[src/rtl/core/kfct_pkg.sv]
`timescale 1ns / 1ps
`default_nettype none
// ----------------------------------------------------------------------------
// kfct_pkg: shared definitions for the key frequency count table
// Sizes, operation codes, controller states and the command and status
// bundles that pass between the controller and the datapath.
// ----------------------------------------------------------------------------
package kfct_pkg;

  localparam int ENTRIES     = 64;
  localparam int COUNT_WIDTH = 16;
  localparam int KEY_WIDTH   = 32;
  localparam int IDX_W       = (ENTRIES > 1) ? $clog2(ENTRIES) : 1;
  localparam int OP_W        = 3;
  localparam int IN_KEY_W    = 32;
  localparam int RES_W       = 17;

  typedef enum logic [OP_W-1:0] {
    OP_INC    = 3'd0,
    OP_DEC    = 3'd1,
    OP_EJECT  = 3'd2,
    OP_CLEAR  = 3'd3,
    OP_SEARCH = 3'd4,
    OP_MAX    = 3'd5
  } kfct_op_t;

  typedef enum logic [2:0] {
    ST_IDLE,
    ST_SCAN,
    ST_DRAIN,
    ST_UPDATE,
    ST_RESP
  } kfct_state_t;

  // Commands from the controller to the datapath.
  typedef struct packed {
    logic load;      // latch the item and restart the scan
    logic scan_rd;   // read the entry at the scan pointer and advance
    logic commit;    // form the result and write the table back
    logic out_load;  // move the result into the output register
  } kfct_cmd_t;

  // Status from the datapath to the controller.
  typedef struct packed {
    logic scan_last; // the scan pointer sits on the last entry
    logic out_free;  // the output register can take a result this cycle
  } kfct_sts_t;

endpackage
`default_nettype wire

[src/rtl/core/kfct_ifs.sv]
`timescale 1ns / 1ps
`default_nettype none
// ----------------------------------------------------------------------------
// kfct_ifs: channel interfaces of the key frequency count table
// One interface for the operation channel and one for the result channel,
// each a valid/ready handshake with its payload.
// ----------------------------------------------------------------------------
interface kfct_in_if;
  logic        valid;
  logic        ready;
  logic [2:0]  op;
  logic [31:0] key;

  modport source (output valid, output op, output key, input ready);
  modport sink   (input valid, input op, input key, output ready);
endinterface

interface kfct_out_if;
  logic               valid;
  logic               ready;
  logic signed [16:0] count;
  logic               found;
  logic               status;

  modport source (output valid, output count, output found, output status, input ready);
  modport sink   (input valid, input count, input found, input status, output ready);
endinterface
`default_nettype wire

[src/rtl/core/kfct_ctrl.sv]
`timescale 1ns / 1ps
`default_nettype none
// ----------------------------------------------------------------------------
// kfct_ctrl: sequencing controller
// Walks each item through accept, table scan, drain, write-back and result.
// ----------------------------------------------------------------------------
module kfct_ctrl (
  input  wire logic               clk,
  input  wire logic               rst_n,
  input  wire logic               in_valid,
  output logic                    in_ready,
  input  wire kfct_pkg::kfct_sts_t sts,
  output kfct_pkg::kfct_cmd_t     cmd
);
  import kfct_pkg::*;

  kfct_state_t state_r, state_nxt;

  always_ff @(posedge clk) begin
    if (!rst_n) begin
      state_r <= ST_IDLE;
    end else begin
      state_r <= state_nxt;
    end
  end

  always_comb begin
    state_nxt = state_r;
    unique case (state_r)
      ST_IDLE:   if (in_valid) state_nxt = ST_SCAN;
      ST_SCAN:   if (sts.scan_last) state_nxt = ST_DRAIN;
      ST_DRAIN:  state_nxt = ST_UPDATE;
      ST_UPDATE: state_nxt = ST_RESP;
      ST_RESP:   if (sts.out_free) state_nxt = ST_IDLE;
      default:   state_nxt = ST_IDLE;
    endcase
  end

  always_comb begin
    cmd      = '0;
    in_ready = 1'b0;
    unique case (state_r)
      ST_IDLE: begin
        in_ready = 1'b1;
        cmd.load = in_valid;
      end
      ST_SCAN:   cmd.scan_rd  = 1'b1;
      ST_DRAIN:  cmd          = '0;
      ST_UPDATE: cmd.commit   = 1'b1;
      ST_RESP:   cmd.out_load = sts.out_free;
      default:   cmd          = '0;
    endcase
  end

  // The scan always ends in the drain cycle once the last entry is read.
  a_scan_to_drain: assert property (@(posedge clk) disable iff (!rst_n)
    (state_r == ST_SCAN && sts.scan_last) |=> (state_r == ST_DRAIN))
    else $error("scan did not end after the last entry");

  // An accepted item always starts a scan.
  a_accept_scans: assert property (@(posedge clk) disable iff (!rst_n)
    (in_valid && in_ready) |=> (state_r == ST_SCAN && !$past(cmd.commit)))
    else $error("accepted item did not start a scan");

endmodule
`default_nettype wire

[src/rtl/core/kfct_dp.sv]
`timescale 1ns / 1ps
`default_nettype none
// ----------------------------------------------------------------------------
// kfct_dp: table datapath
// Holds the key and count memories and the valid bits, scans the entries
// one a cycle, writes the table back and keeps the output register.
// ----------------------------------------------------------------------------
module kfct_dp (
  input  wire logic                               clk,
  input  wire logic                               rst_n,
  input  wire logic [kfct_pkg::OP_W-1:0]          in_op,
  input  wire logic [kfct_pkg::IN_KEY_W-1:0]      in_key,
  input  wire kfct_pkg::kfct_cmd_t                cmd,
  output kfct_pkg::kfct_sts_t                     sts,
  output logic                                    out_valid,
  input  wire logic                               out_ready,
  output logic signed [kfct_pkg::RES_W-1:0]       out_count,
  output logic                                    out_found,
  output logic                                    out_status
);
  import kfct_pkg::*;

  localparam logic [COUNT_WIDTH-1:0] CNT_MAX  = '1;
  localparam logic [RES_W-1:0]       RES_NONE = '1;

  // Memories and valid bits.
  logic [KEY_WIDTH-1:0]   key_mem [ENTRIES];
  logic [COUNT_WIDTH-1:0] cnt_mem [ENTRIES];
  logic [ENTRIES-1:0]     valid_r, valid_nxt;

  // Item registers.
  logic [OP_W-1:0]      op_r;
  logic [KEY_WIDTH-1:0] key_r;

  // Scan pointer and read stage.
  logic [IDX_W-1:0]       scan_idx_r;
  logic                   rd_vld_r;
  logic [IDX_W-1:0]       rd_idx_r;
  logic [KEY_WIDTH-1:0]   key_rd_r;
  logic [COUNT_WIDTH-1:0] cnt_rd_r;

  // Scan accumulators.
  logic                   hit_r, free_r, any_r;
  logic [IDX_W-1:0]       hit_idx_r, free_idx_r;
  logic [COUNT_WIDTH-1:0] hit_cnt_r, max_r;

  // Result and output registers.
  logic [RES_W-1:0] res_cnt_r, res_cnt_nxt;
  logic             res_found_r, res_found_nxt;
  logic             res_status_r, res_status_nxt;
  logic             out_valid_r;
  logic [RES_W-1:0] out_cnt_r;
  logic             out_found_r, out_status_r;

  // Write port of the memories.
  logic                   cnt_we, key_we;
  logic [IDX_W-1:0]       wr_idx;
  logic [COUNT_WIDTH-1:0] cnt_wdata;

  function automatic logic [RES_W-1:0] to_res(input logic [COUNT_WIDTH-1:0] c);
    return {{(RES_W-COUNT_WIDTH){1'b0}}, c};
  endfunction

  assign sts.scan_last = (scan_idx_r == IDX_W'(ENTRIES - 1));
  assign sts.out_free  = !out_valid_r || out_ready;

  always_ff @(posedge clk) begin
    if (cmd.load) begin
      op_r  <= in_op;
      key_r <= in_key[KEY_WIDTH-1:0];
    end
  end

  always_ff @(posedge clk) begin
    if (!rst_n) begin
      scan_idx_r <= '0;
      rd_vld_r   <= 1'b0;
    end else begin
      rd_vld_r <= cmd.scan_rd;
      if (cmd.load) begin
        scan_idx_r <= '0;
      end else if (cmd.scan_rd) begin
        scan_idx_r <= scan_idx_r + 1'b1;
      end
    end
  end

  always_ff @(posedge clk) begin
    rd_idx_r <= scan_idx_r;
    key_rd_r <= key_mem[scan_idx_r];
    cnt_rd_r <= cnt_mem[scan_idx_r];
  end

  // Compare stage: first match, lowest free entry, and highest count.
  always_ff @(posedge clk) begin
    if (!rst_n || cmd.load) begin
      hit_r      <= 1'b0;
      free_r     <= 1'b0;
      any_r      <= 1'b0;
      hit_idx_r  <= '0;
      free_idx_r <= '0;
      hit_cnt_r  <= '0;
      max_r      <= '0;
    end else if (rd_vld_r) begin
      if (valid_r[rd_idx_r]) begin
        any_r <= 1'b1;
        if (!any_r || cnt_rd_r > max_r) begin
          max_r <= cnt_rd_r;
        end
        if (!hit_r && key_rd_r == key_r) begin
          hit_r     <= 1'b1;
          hit_idx_r <= rd_idx_r;
          hit_cnt_r <= cnt_rd_r;
        end
      end else if (!free_r) begin
        free_r     <= 1'b1;
        free_idx_r <= rd_idx_r;
      end
    end
  end

  // Write-back and result.
  always_comb begin
    valid_nxt      = valid_r;
    cnt_we         = 1'b0;
    key_we         = 1'b0;
    wr_idx         = hit_idx_r;
    cnt_wdata      = '0;
    res_cnt_nxt    = RES_NONE;
    res_found_nxt  = 1'b0;
    res_status_nxt = 1'b0;
    if (cmd.scan_rd && op_r == OP_CLEAR) begin
      cnt_we = 1'b1;
      wr_idx = scan_idx_r;
    end else if (cmd.commit) begin
      unique case (op_r)
        OP_INC: begin
          if (hit_r) begin
            cnt_we        = 1'b1;
            cnt_wdata     = (hit_cnt_r == CNT_MAX) ? hit_cnt_r : hit_cnt_r + 1'b1;
            res_cnt_nxt   = to_res(cnt_wdata);
            res_found_nxt = 1'b1;
          end else if (free_r) begin
            cnt_we              = 1'b1;
            key_we              = 1'b1;
            wr_idx              = free_idx_r;
            cnt_wdata           = COUNT_WIDTH'(1);
            valid_nxt[free_idx_r] = 1'b1;
            res_cnt_nxt         = to_res(cnt_wdata);
          end else begin
            res_status_nxt = 1'b1;
          end
        end
        OP_DEC: begin
          if (hit_r) begin
            cnt_we        = 1'b1;
            cnt_wdata     = (hit_cnt_r == '0) ? hit_cnt_r : hit_cnt_r - 1'b1;
            res_cnt_nxt   = to_res(cnt_wdata);
            res_found_nxt = 1'b1;
          end
        end
        OP_EJECT: begin
          if (hit_r) begin
            valid_nxt[hit_idx_r] = 1'b0;
            res_cnt_nxt          = to_res(hit_cnt_r);
            res_found_nxt        = 1'b1;
          end
        end
        OP_CLEAR: begin
          res_cnt_nxt = any_r ? '0 : RES_NONE;
        end
        OP_SEARCH: begin
          if (hit_r) begin
            res_cnt_nxt   = to_res(hit_cnt_r);
            res_found_nxt = 1'b1;
          end
        end
        OP_MAX: begin
          res_cnt_nxt = any_r ? to_res(max_r) : RES_NONE;
        end
        default: begin
          res_cnt_nxt = RES_NONE;
        end
      endcase
    end
  end

  always_ff @(posedge clk) begin
    if (cnt_we) begin
      cnt_mem[wr_idx] <= cnt_wdata;
    end
    if (key_we) begin
      key_mem[wr_idx] <= key_r;
    end
  end

  always_ff @(posedge clk) begin
    if (!rst_n) begin
      valid_r <= '0;
    end else begin
      valid_r <= valid_nxt;
    end
  end

  always_ff @(posedge clk) begin
    if (cmd.commit) begin
      res_cnt_r    <= res_cnt_nxt;
      res_found_r  <= res_found_nxt;
      res_status_r <= res_status_nxt;
    end
    if (cmd.out_load) begin
      out_cnt_r    <= res_cnt_r;
      out_found_r  <= res_found_r;
      out_status_r <= res_status_r;
    end
  end

  always_ff @(posedge clk) begin
    if (!rst_n) begin
      out_valid_r <= 1'b0;
    end else if (cmd.out_load) begin
      out_valid_r <= 1'b1;
    end else if (out_ready) begin
      out_valid_r <= 1'b0;
    end
  end

  assign out_valid  = out_valid_r;
  assign out_count  = $signed(out_cnt_r);
  assign out_found  = out_found_r;
  assign out_status = out_status_r;

  // A waiting result is never overwritten.
  a_no_overwrite: assert property (@(posedge clk) disable iff (!rst_n)
    cmd.out_load |-> (!out_valid_r || out_ready))
    else $error("output register overwritten while stalled");

  // A key match implies at least one stored entry was seen.
  a_hit_any: assert property (@(posedge clk) disable iff (!rst_n)
    hit_r |-> any_r)
    else $error("match without any valid entry");

  // A full-table report only happens when every entry is in use.
  a_full_flag: assert property (@(posedge clk) disable iff (!rst_n)
    (cmd.commit && res_status_nxt) |-> (&valid_r))
    else $error("table full reported with a free entry");

endmodule
`default_nettype wire

[src/rtl/core/key_frequency_count_table.sv]
`timescale 1ns / 1ps
`default_nettype none
// ----------------------------------------------------------------------------
// key_frequency_count_table: keyed access counter table
// Stores up to 64 keys with a saturating 16-bit count each and applies one
// operation per item: increment, decrement, eject, clear counts, search or
// find maximum.
//
// The input channel carries one item (op, key); the result channel returns
// exactly one item (count, found, status) for each, in order. Both channels
// use a valid/ready handshake.
//
// Each item is handled by a full scan of the table: the key and count
// memories have one read port, so the scan reads one entry per cycle
// through all 64 entries, then moves through a drain step, a write-back
// step and a step that loads the output register. The next item is
// accepted only after the previous one has left that last step, so items
// are handled one at a time.
//
// The output register lets the block accept the next item while a result is
// still waiting; if the receiver stalls, the following result is held inside
// the block until the output register is free. Reset clears every valid bit,
// so the table starts empty; no clearing pass is needed.
// ----------------------------------------------------------------------------
module key_frequency_count_table (
  input  wire logic clk,
  input  wire logic rst_n,
  kfct_in_if.sink   in_ch,
  kfct_out_if.source out_ch
);
  import kfct_pkg::*;

  kfct_cmd_t cmd;
  kfct_sts_t sts;

  // The controller sequences the scan and handshakes; the datapath holds
  // the table and the result registers.
  kfct_ctrl u_ctrl (
    .clk      (clk),
    .rst_n    (rst_n),
    .in_valid (in_ch.valid),
    .in_ready (in_ch.ready),
    .sts      (sts),
    .cmd      (cmd)
  );

  kfct_dp u_dp (
    .clk        (clk),
    .rst_n      (rst_n),
    .in_op      (in_ch.op),
    .in_key     (in_ch.key),
    .cmd        (cmd),
    .sts        (sts),
    .out_valid  (out_ch.valid),
    .out_ready  (out_ch.ready),
    .out_count  (out_ch.count),
    .out_found  (out_ch.found),
    .out_status (out_ch.status)
  );

endmodule
`default_nettype wire

[src/flat_wrapper.sv]
// flat-port wrapper written by rule: the top's interface ports become plain ports
module key_frequency_count_table_flat import kfct_pkg::*;
  (clk, rst_n, in_ch_valid, in_ch_op, in_ch_key, in_ch_ready, out_ch_valid, out_ch_count, out_ch_found, out_ch_status, out_ch_ready);
  kfct_in_if in_ch_i ();
  kfct_out_if out_ch_i ();
  input  wire logic clk;
  input  wire logic rst_n;
  input wire logic [$bits(in_ch_i.valid)-1:0] in_ch_valid;
  input wire logic [$bits(in_ch_i.op)-1:0] in_ch_op;
  input wire logic [$bits(in_ch_i.key)-1:0] in_ch_key;
  output wire logic [$bits(in_ch_i.ready)-1:0] in_ch_ready;
  output wire logic [$bits(out_ch_i.valid)-1:0] out_ch_valid;
  output wire logic [$bits(out_ch_i.count)-1:0] out_ch_count;
  output wire logic [$bits(out_ch_i.found)-1:0] out_ch_found;
  output wire logic [$bits(out_ch_i.status)-1:0] out_ch_status;
  input wire logic [$bits(out_ch_i.ready)-1:0] out_ch_ready;
  assign in_ch_i.valid = in_ch_valid;
  assign in_ch_i.op = in_ch_op;
  assign in_ch_i.key = in_ch_key;
  assign in_ch_ready = in_ch_i.ready;
  assign out_ch_valid = out_ch_i.valid;
  assign out_ch_count = out_ch_i.count;
  assign out_ch_found = out_ch_i.found;
  assign out_ch_status = out_ch_i.status;
  assign out_ch_i.ready = out_ch_ready;
  key_frequency_count_table u_core (.clk(clk), .rst_n(rst_n), .in_ch(in_ch_i), .out_ch(out_ch_i));
endmodule
[config.mk]
export PLATFORM = sky130hd
export DESIGN_NAME = key_frequency_count_table_flat
export DESIGN_NICKNAME = d
export VERILOG_FILES = /design/src/rtl/core/kfct_pkg.sv /design/src/rtl/core/kfct_ifs.sv /design/src/rtl/core/kfct_ctrl.sv /design/src/rtl/core/kfct_dp.sv /design/src/rtl/core/key_frequency_count_table.sv /design/src/flat_wrapper.sv
export SDC_FILE = /design/constraint.sdc
export NUM_CORES = 2
export LEC_CHECK = 0
export BUFFER_PORTS_ARGS = -buffer_cell sky130_fd_sc_hd__buf_2
export CAP_MARGIN = 25
export CORE_MARGIN = 3
export CORE_UTILIZATION = 57
export CTS_CLUSTER_SIZE = 14
export DETAILED_ROUTE_END_ITERATION = 16
export GPL_ROUTABILITY_DRIVEN = 0
export GPL_TIMING_DRIVEN = 1
export PLACE_DENSITY = 0.74
export SYNTH_ARGS = -nofsm -noshare
export SYNTH_HDL_FRONTEND = slang
export SYNTH_SLANG_ARGS = --single-unit
[constraint.sdc]
create_clock -name clk -period 4.5 [get_ports clk]
set_input_delay 0.45 -clock clk [delete_from_list [all_inputs] [get_ports clk]]
set_output_delay 0.45 -clock clk [all_outputs]
set_load 0.01 [all_outputs]
==> run summary <==
Status
• **status** finished clean

STA
• **setup violators final** 0
• **unrepaired setup endpoints after global routing** false
• **Fmax achieved** 0.240 GHz
• **worst slew pin tran** 1.06 ns
• **Final Cycle Share** 92.8%
• **count of endpoints failing hold in the final timing report** 0
• **Max-slew headroom** 28.7%
• **final setup skew** 0.0724 ns
• **total negative setup slack** 0 ns
• **fin crit period** 4.17 ns
• **Max Transition Viols Final** 0
• **Worst Slack Setup Final** 0.325 ns

Global routing
• **pin count of the biggest net entering global routing** 115
• **antenna violations before repair** 19
• **Congestion Overflow GR** 0
• **number of global-route vias before repair** 62,800
• **overall global routing resource usage** 28.7%
• **wire length of the first global-routing pass** 469,000 µm

Routing
• **initial drt markers** 9,510
• **Vias/cell** 6.74
• **wire length on met2** 160,000 µm
• **Initial DRT Pass Iterations** 8
• **average wire per cell in the routed design** 35.1 µm
• **Final Routed Wirelength** 326,000 µm
• **top layer reached by signal wires** met5
• **count of vias placed by the detailed router** 62,600
• **final antenna-violating net count** 0
• **routed length on met1** 115,000 µm
• **met3 layer wire length in the routed design** 35,000 µm
• **DRC errors left** 0

Power
• **leakage component of the power** 41.0 nW
• **power share of the clock group** 41.7%
• **areal power density over the cells** 447 nW/µm²
• **combinational cell fraction of total power** 5.7%
• **worst voltage drop across the vdd grid** 394 µV
• **switching share of power** 21.1%
• **sequential share of power** 52.5%
• **cell-internal power** 0.0512 W
• **total net switching power** 0.0137 W

Clocking
• **TritonCTS clock tree** yes
• **post-CTS clock slew at the launch and capture registers of the worst setup and hold paths** 0.07 ns
• **CTS Buf Count** 337
• **number of clock sinks** 3,321
• **CTS Root Cell** sky130_fd_sc_hd__clkbuf_16
• **quantity of gates resized following cts** 0
• **number of buffers inserted to repair setup after CTS** 0
• **clock insertion delay at the later pin of the skew report** 0.95 ns
• **H-tree levels** 5
• **number of buffers on the longest clock path** 4

Critical path
• **worst setup path startpoint** u_core.u_dp.op_r[0]
• **reg-to-reg critical path startpoint** u_core.u_dp.op_r[0]
• **arrival time worst endpoint** 4.74 ns
• **kind of end point of the critical path** register
• **kind of start point of the critical path** register
• **startpoint-to-endpoint class of the critical path** reg2reg
• **data required time at the worst endpoint** 5.06 ns
• **critical-path maximum fanout** 17

Synthesis
• **post-synthesis instance total** 5,642
• **top cells by area in the synthesized netlist** sky130_fd_sc_hd__edfxtp_1 (74%), sky130_fd_sc_hd__mux4_2 (18%), sky130_fd_sc_hd__dfxtp_1 (2.8%), sky130_fd_sc_hd__nand2_1 (0.65%), sky130_fd_sc_hd__nor2_1 (0.57%)
• **synthesized net count** 5,700
• **number of unique standard cell types used by synthesis** 65
• **top_reg_cell synth** sky130_fd_sc_hd__edfxtp_1
• **top cell type's share of synthesized area** 73.8%
• **synthesized area per cell** 22.7 µm²
• **sequential element share of the synthesized area** 76.6%
• **number of enable-type register cells in the synthesized netlist** 3,145
• **post-synth top area cell** sky130_fd_sc_hd__edfxtp_1
• **Yosys warning count** 0
• **combined area of all synthesized cells** 128,000 µm²
• **register bit count reported by yosys** 3,321
• **Synth async-reset ratio** 0%

Cells and area
• **final net count** 6,121
• **count of fill cells added during filler insertion** 13,600
• **Seq. cell area** 98,000 µm²
• **area occupied by multi-input gates** 29,300 µm²
• **fraction of final layout cells with drive strength greater than 1** 30.3%
• **Area growth syn-to-layout** 13.4%
• **Core Util, Final** 65.1%
• **Post-Layout Inst Area** 145,000 µm²

Placement
• **placed inst area** 134,000 µm²
• **Detailed Place HPWL** 185,000 µm
• **number of port buffers** 59
• **worst setup slack before clock tree synthesis** 0.308 ns

Worst hold path
• **hold path startpoint** in_ch_key[9]
• **hold crit path type** in2reg

Run
• **count of maximum capacitance violations** 0

Die
• **num rows** 173
• **die boundary width** 480 µm
• **Initial Utilization** 57.5%
• **vertical die dimension** 480 µm
• **core area** 223,000 µm²
• **die area** 230,000 µm²
• **boundary pin count** 60

-- worst paths after layout --
kind / end / slack, ns / cells after the start
max reg2reg: u_core.u_dp.key_mem[13][14] / 0.33 / 7
min reg2reg: u_core.u_dp.out_count[12] / 0.42 / 0
max: u_core.u_dp.key_mem[13][14] / 0.33 / 7
min: u_core.u_dp.key_r[9] / 0.22 / 2
-- state kept, by name, indices dropped and copies added, names as in the netlist, 17 cells and up --
name,count
u_core.u_dp.cnt_mem,1024
u_core.u_dp.key_mem,2048
u_core.u_dp.key_r,32
u_core.u_dp.key_rd_r,32
u_core.u_dp.out_count,17
u_core.u_dp.res_cnt_r,17
u_core.u_dp.valid_r,64
-- metrics by stage --
stage	instances	total power [W]	hold WS [ns]
after floorplan	5642	0.0371	0.329
after global placement	8655	0.0383	0.403
after detailed placement	8659	0.0384	0.405
after CTS	9277	0.0652	0.156
after global routing	9280	0.0665	0.193
final	9287	0.0649	0.223
-- placed cells by master, fill, tap and decap left out, types with 59 or more instances in the layout --
cell                        instances
sky130_fd_sc_hd__edfxtp_1        3145
sky130_fd_sc_hd__mux4_2          1016
sky130_fd_sc_hd__clkbuf_16        343
sky130_fd_sc_hd__nand2_1          221
sky130_fd_sc_hd__buf_4            218
sky130_fd_sc_hd__dfxtp_1          170
sky130_fd_sc_hd__nor2_1           125
sky130_fd_sc_hd__o21ai_0           97
sky130_fd_sc_hd__nor2_4            70
sky130_fd_sc_hd__mux2i_1           63
sky130_fd_sc_hd__a21boi_0          63
sky130_fd_sc_hd__clkbuf_1          63
sky130_fd_sc_hd__clkinv_2          62
sky130_fd_sc_hd__clkinv_1          60
sky130_fd_sc_hd__buf_2             59
-- routing by layer --
layer,track usage (%),vias to the layer above
met1,39.7,33200
li1,-,24700
met5,0,-
met2,45.2,4124
met4,11.8,8
met3,6.09,663
-- final cells by class --
type,instances,area share [%]
antenna,7,0.0121
tap,2975,2.57
inverter,28,0.0724
clock buffer,415,6.16
timing repair buffer,373,2.41
multi-input combinational,2002,20.2
sequential,3321,67.5
clock inverter,166,1.08
-- cells in the mapped netlist (5+ instances only) --
| master | number |
|---|---|
| sky130_fd_sc_hd__nor4_1 | 12 |
| sky130_fd_sc_hd__and3_1 | 7 |
| sky130_fd_sc_hd__inv_1 | 28 |
| sky130_fd_sc_hd__a221oi_1 | 6 |
| sky130_fd_sc_hd__or3_1 | 9 |
| sky130_fd_sc_hd__a21boi_0 | 63 |
| sky130_fd_sc_hd__o21ai_0 | 97 |
| sky130_fd_sc_hd__xnor2_1 | 18 |
| sky130_fd_sc_hd__buf_4 | 12 |
| sky130_fd_sc_hd__nand2_1 | 221 |
| sky130_fd_sc_hd__xor2_1 | 41 |
| sky130_fd_sc_hd__buf_1 | 24 |
| sky130_fd_sc_hd__o22ai_1 | 11 |
| sky130_fd_sc_hd__a21oi_1 | 27 |
| sky130_fd_sc_hd__nand2b_1 | 17 |
| sky130_fd_sc_hd__buf_2 | 79 |
| sky130_fd_sc_hd__a22oi_1 | 9 |
| sky130_fd_sc_hd__dfxtp_1 | 176 |
| sky130_fd_sc_hd__mux4_2 | 1016 |
| sky130_fd_sc_hd__and2_1 | 8 |
| sky130_fd_sc_hd__clkbuf_1 | 168 |
| sky130_fd_sc_hd__nand4_1 | 14 |
| sky130_fd_sc_hd__nand3b_1 | 5 |
| sky130_fd_sc_hd__ha_1 | 19 |
| sky130_fd_sc_hd__buf_6 | 8 |
| sky130_fd_sc_hd__nand3_1 | 24 |
| sky130_fd_sc_hd__nor2_1 | 195 |
| sky130_fd_sc_hd__edfxtp_1 | 3145 |
| sky130_fd_sc_hd__o221ai_1 | 9 |
| sky130_fd_sc_hd__nor3_1 | 27 |
| sky130_fd_sc_hd__nor2b_1 | 17 |
| sky130_fd_sc_hd__o21a_1 | 8 |
| sky130_fd_sc_hd__mux2i_1 | 63 |
-- worst max-delay path: stages, from the launching register on --
cell	delay, ns
sky130_fd_sc_hd__edfxtp_1	0.52
sky130_fd_sc_hd__or3_1	0.55
sky130_fd_sc_hd__nor3_4	0.32
sky130_fd_sc_hd__nand2_1	0.11
sky130_fd_sc_hd__a31oi_2	0.42
sky130_fd_sc_hd__nand3b_1	0.67
sky130_fd_sc_hd__nor2_4	0.80
sky130_fd_sc_hd__buf_4	0.41
-- what timing repair did --
item | 4_1_cts | 5_1_grt
endpoints found under the setup margin | 0 | 0
endpoints found under the hold margin | 38 | 0
hold buffers | 37 | 0
-- power groups by stage --
stage / logic, W / clock network (W) / registers (W)
5_1_grt: 0.00391 / 0.0285 / 0.0341
3_5_place_dp: 0.00366 / 0 / 0.0348
6_report: 0.00371 / 0.0271 / 0.0341
2_1_floorplan: 0.00219 / 0 / 0.0349
4_1_cts: 0.00372 / 0.0274 / 0.0341
3_3_place_gp: 0.00359 / 0 / 0.0347
-- cells by family (layout without fill, tap and decap cells) --
family,count (synthesis),after routing,synth area share [%]
compound gates,267,267,1.36
fa+ha+maj,20,20,0.194
flops,3321,3321,76.6
other cells,0,7,0
buf+inv,319,982,1.10
mux,1082,1082,18.4
simple gates,574,574,1.99
xor+xnor,59,59,0.404
Note: power is estimated with default switching activity, not from simulation.
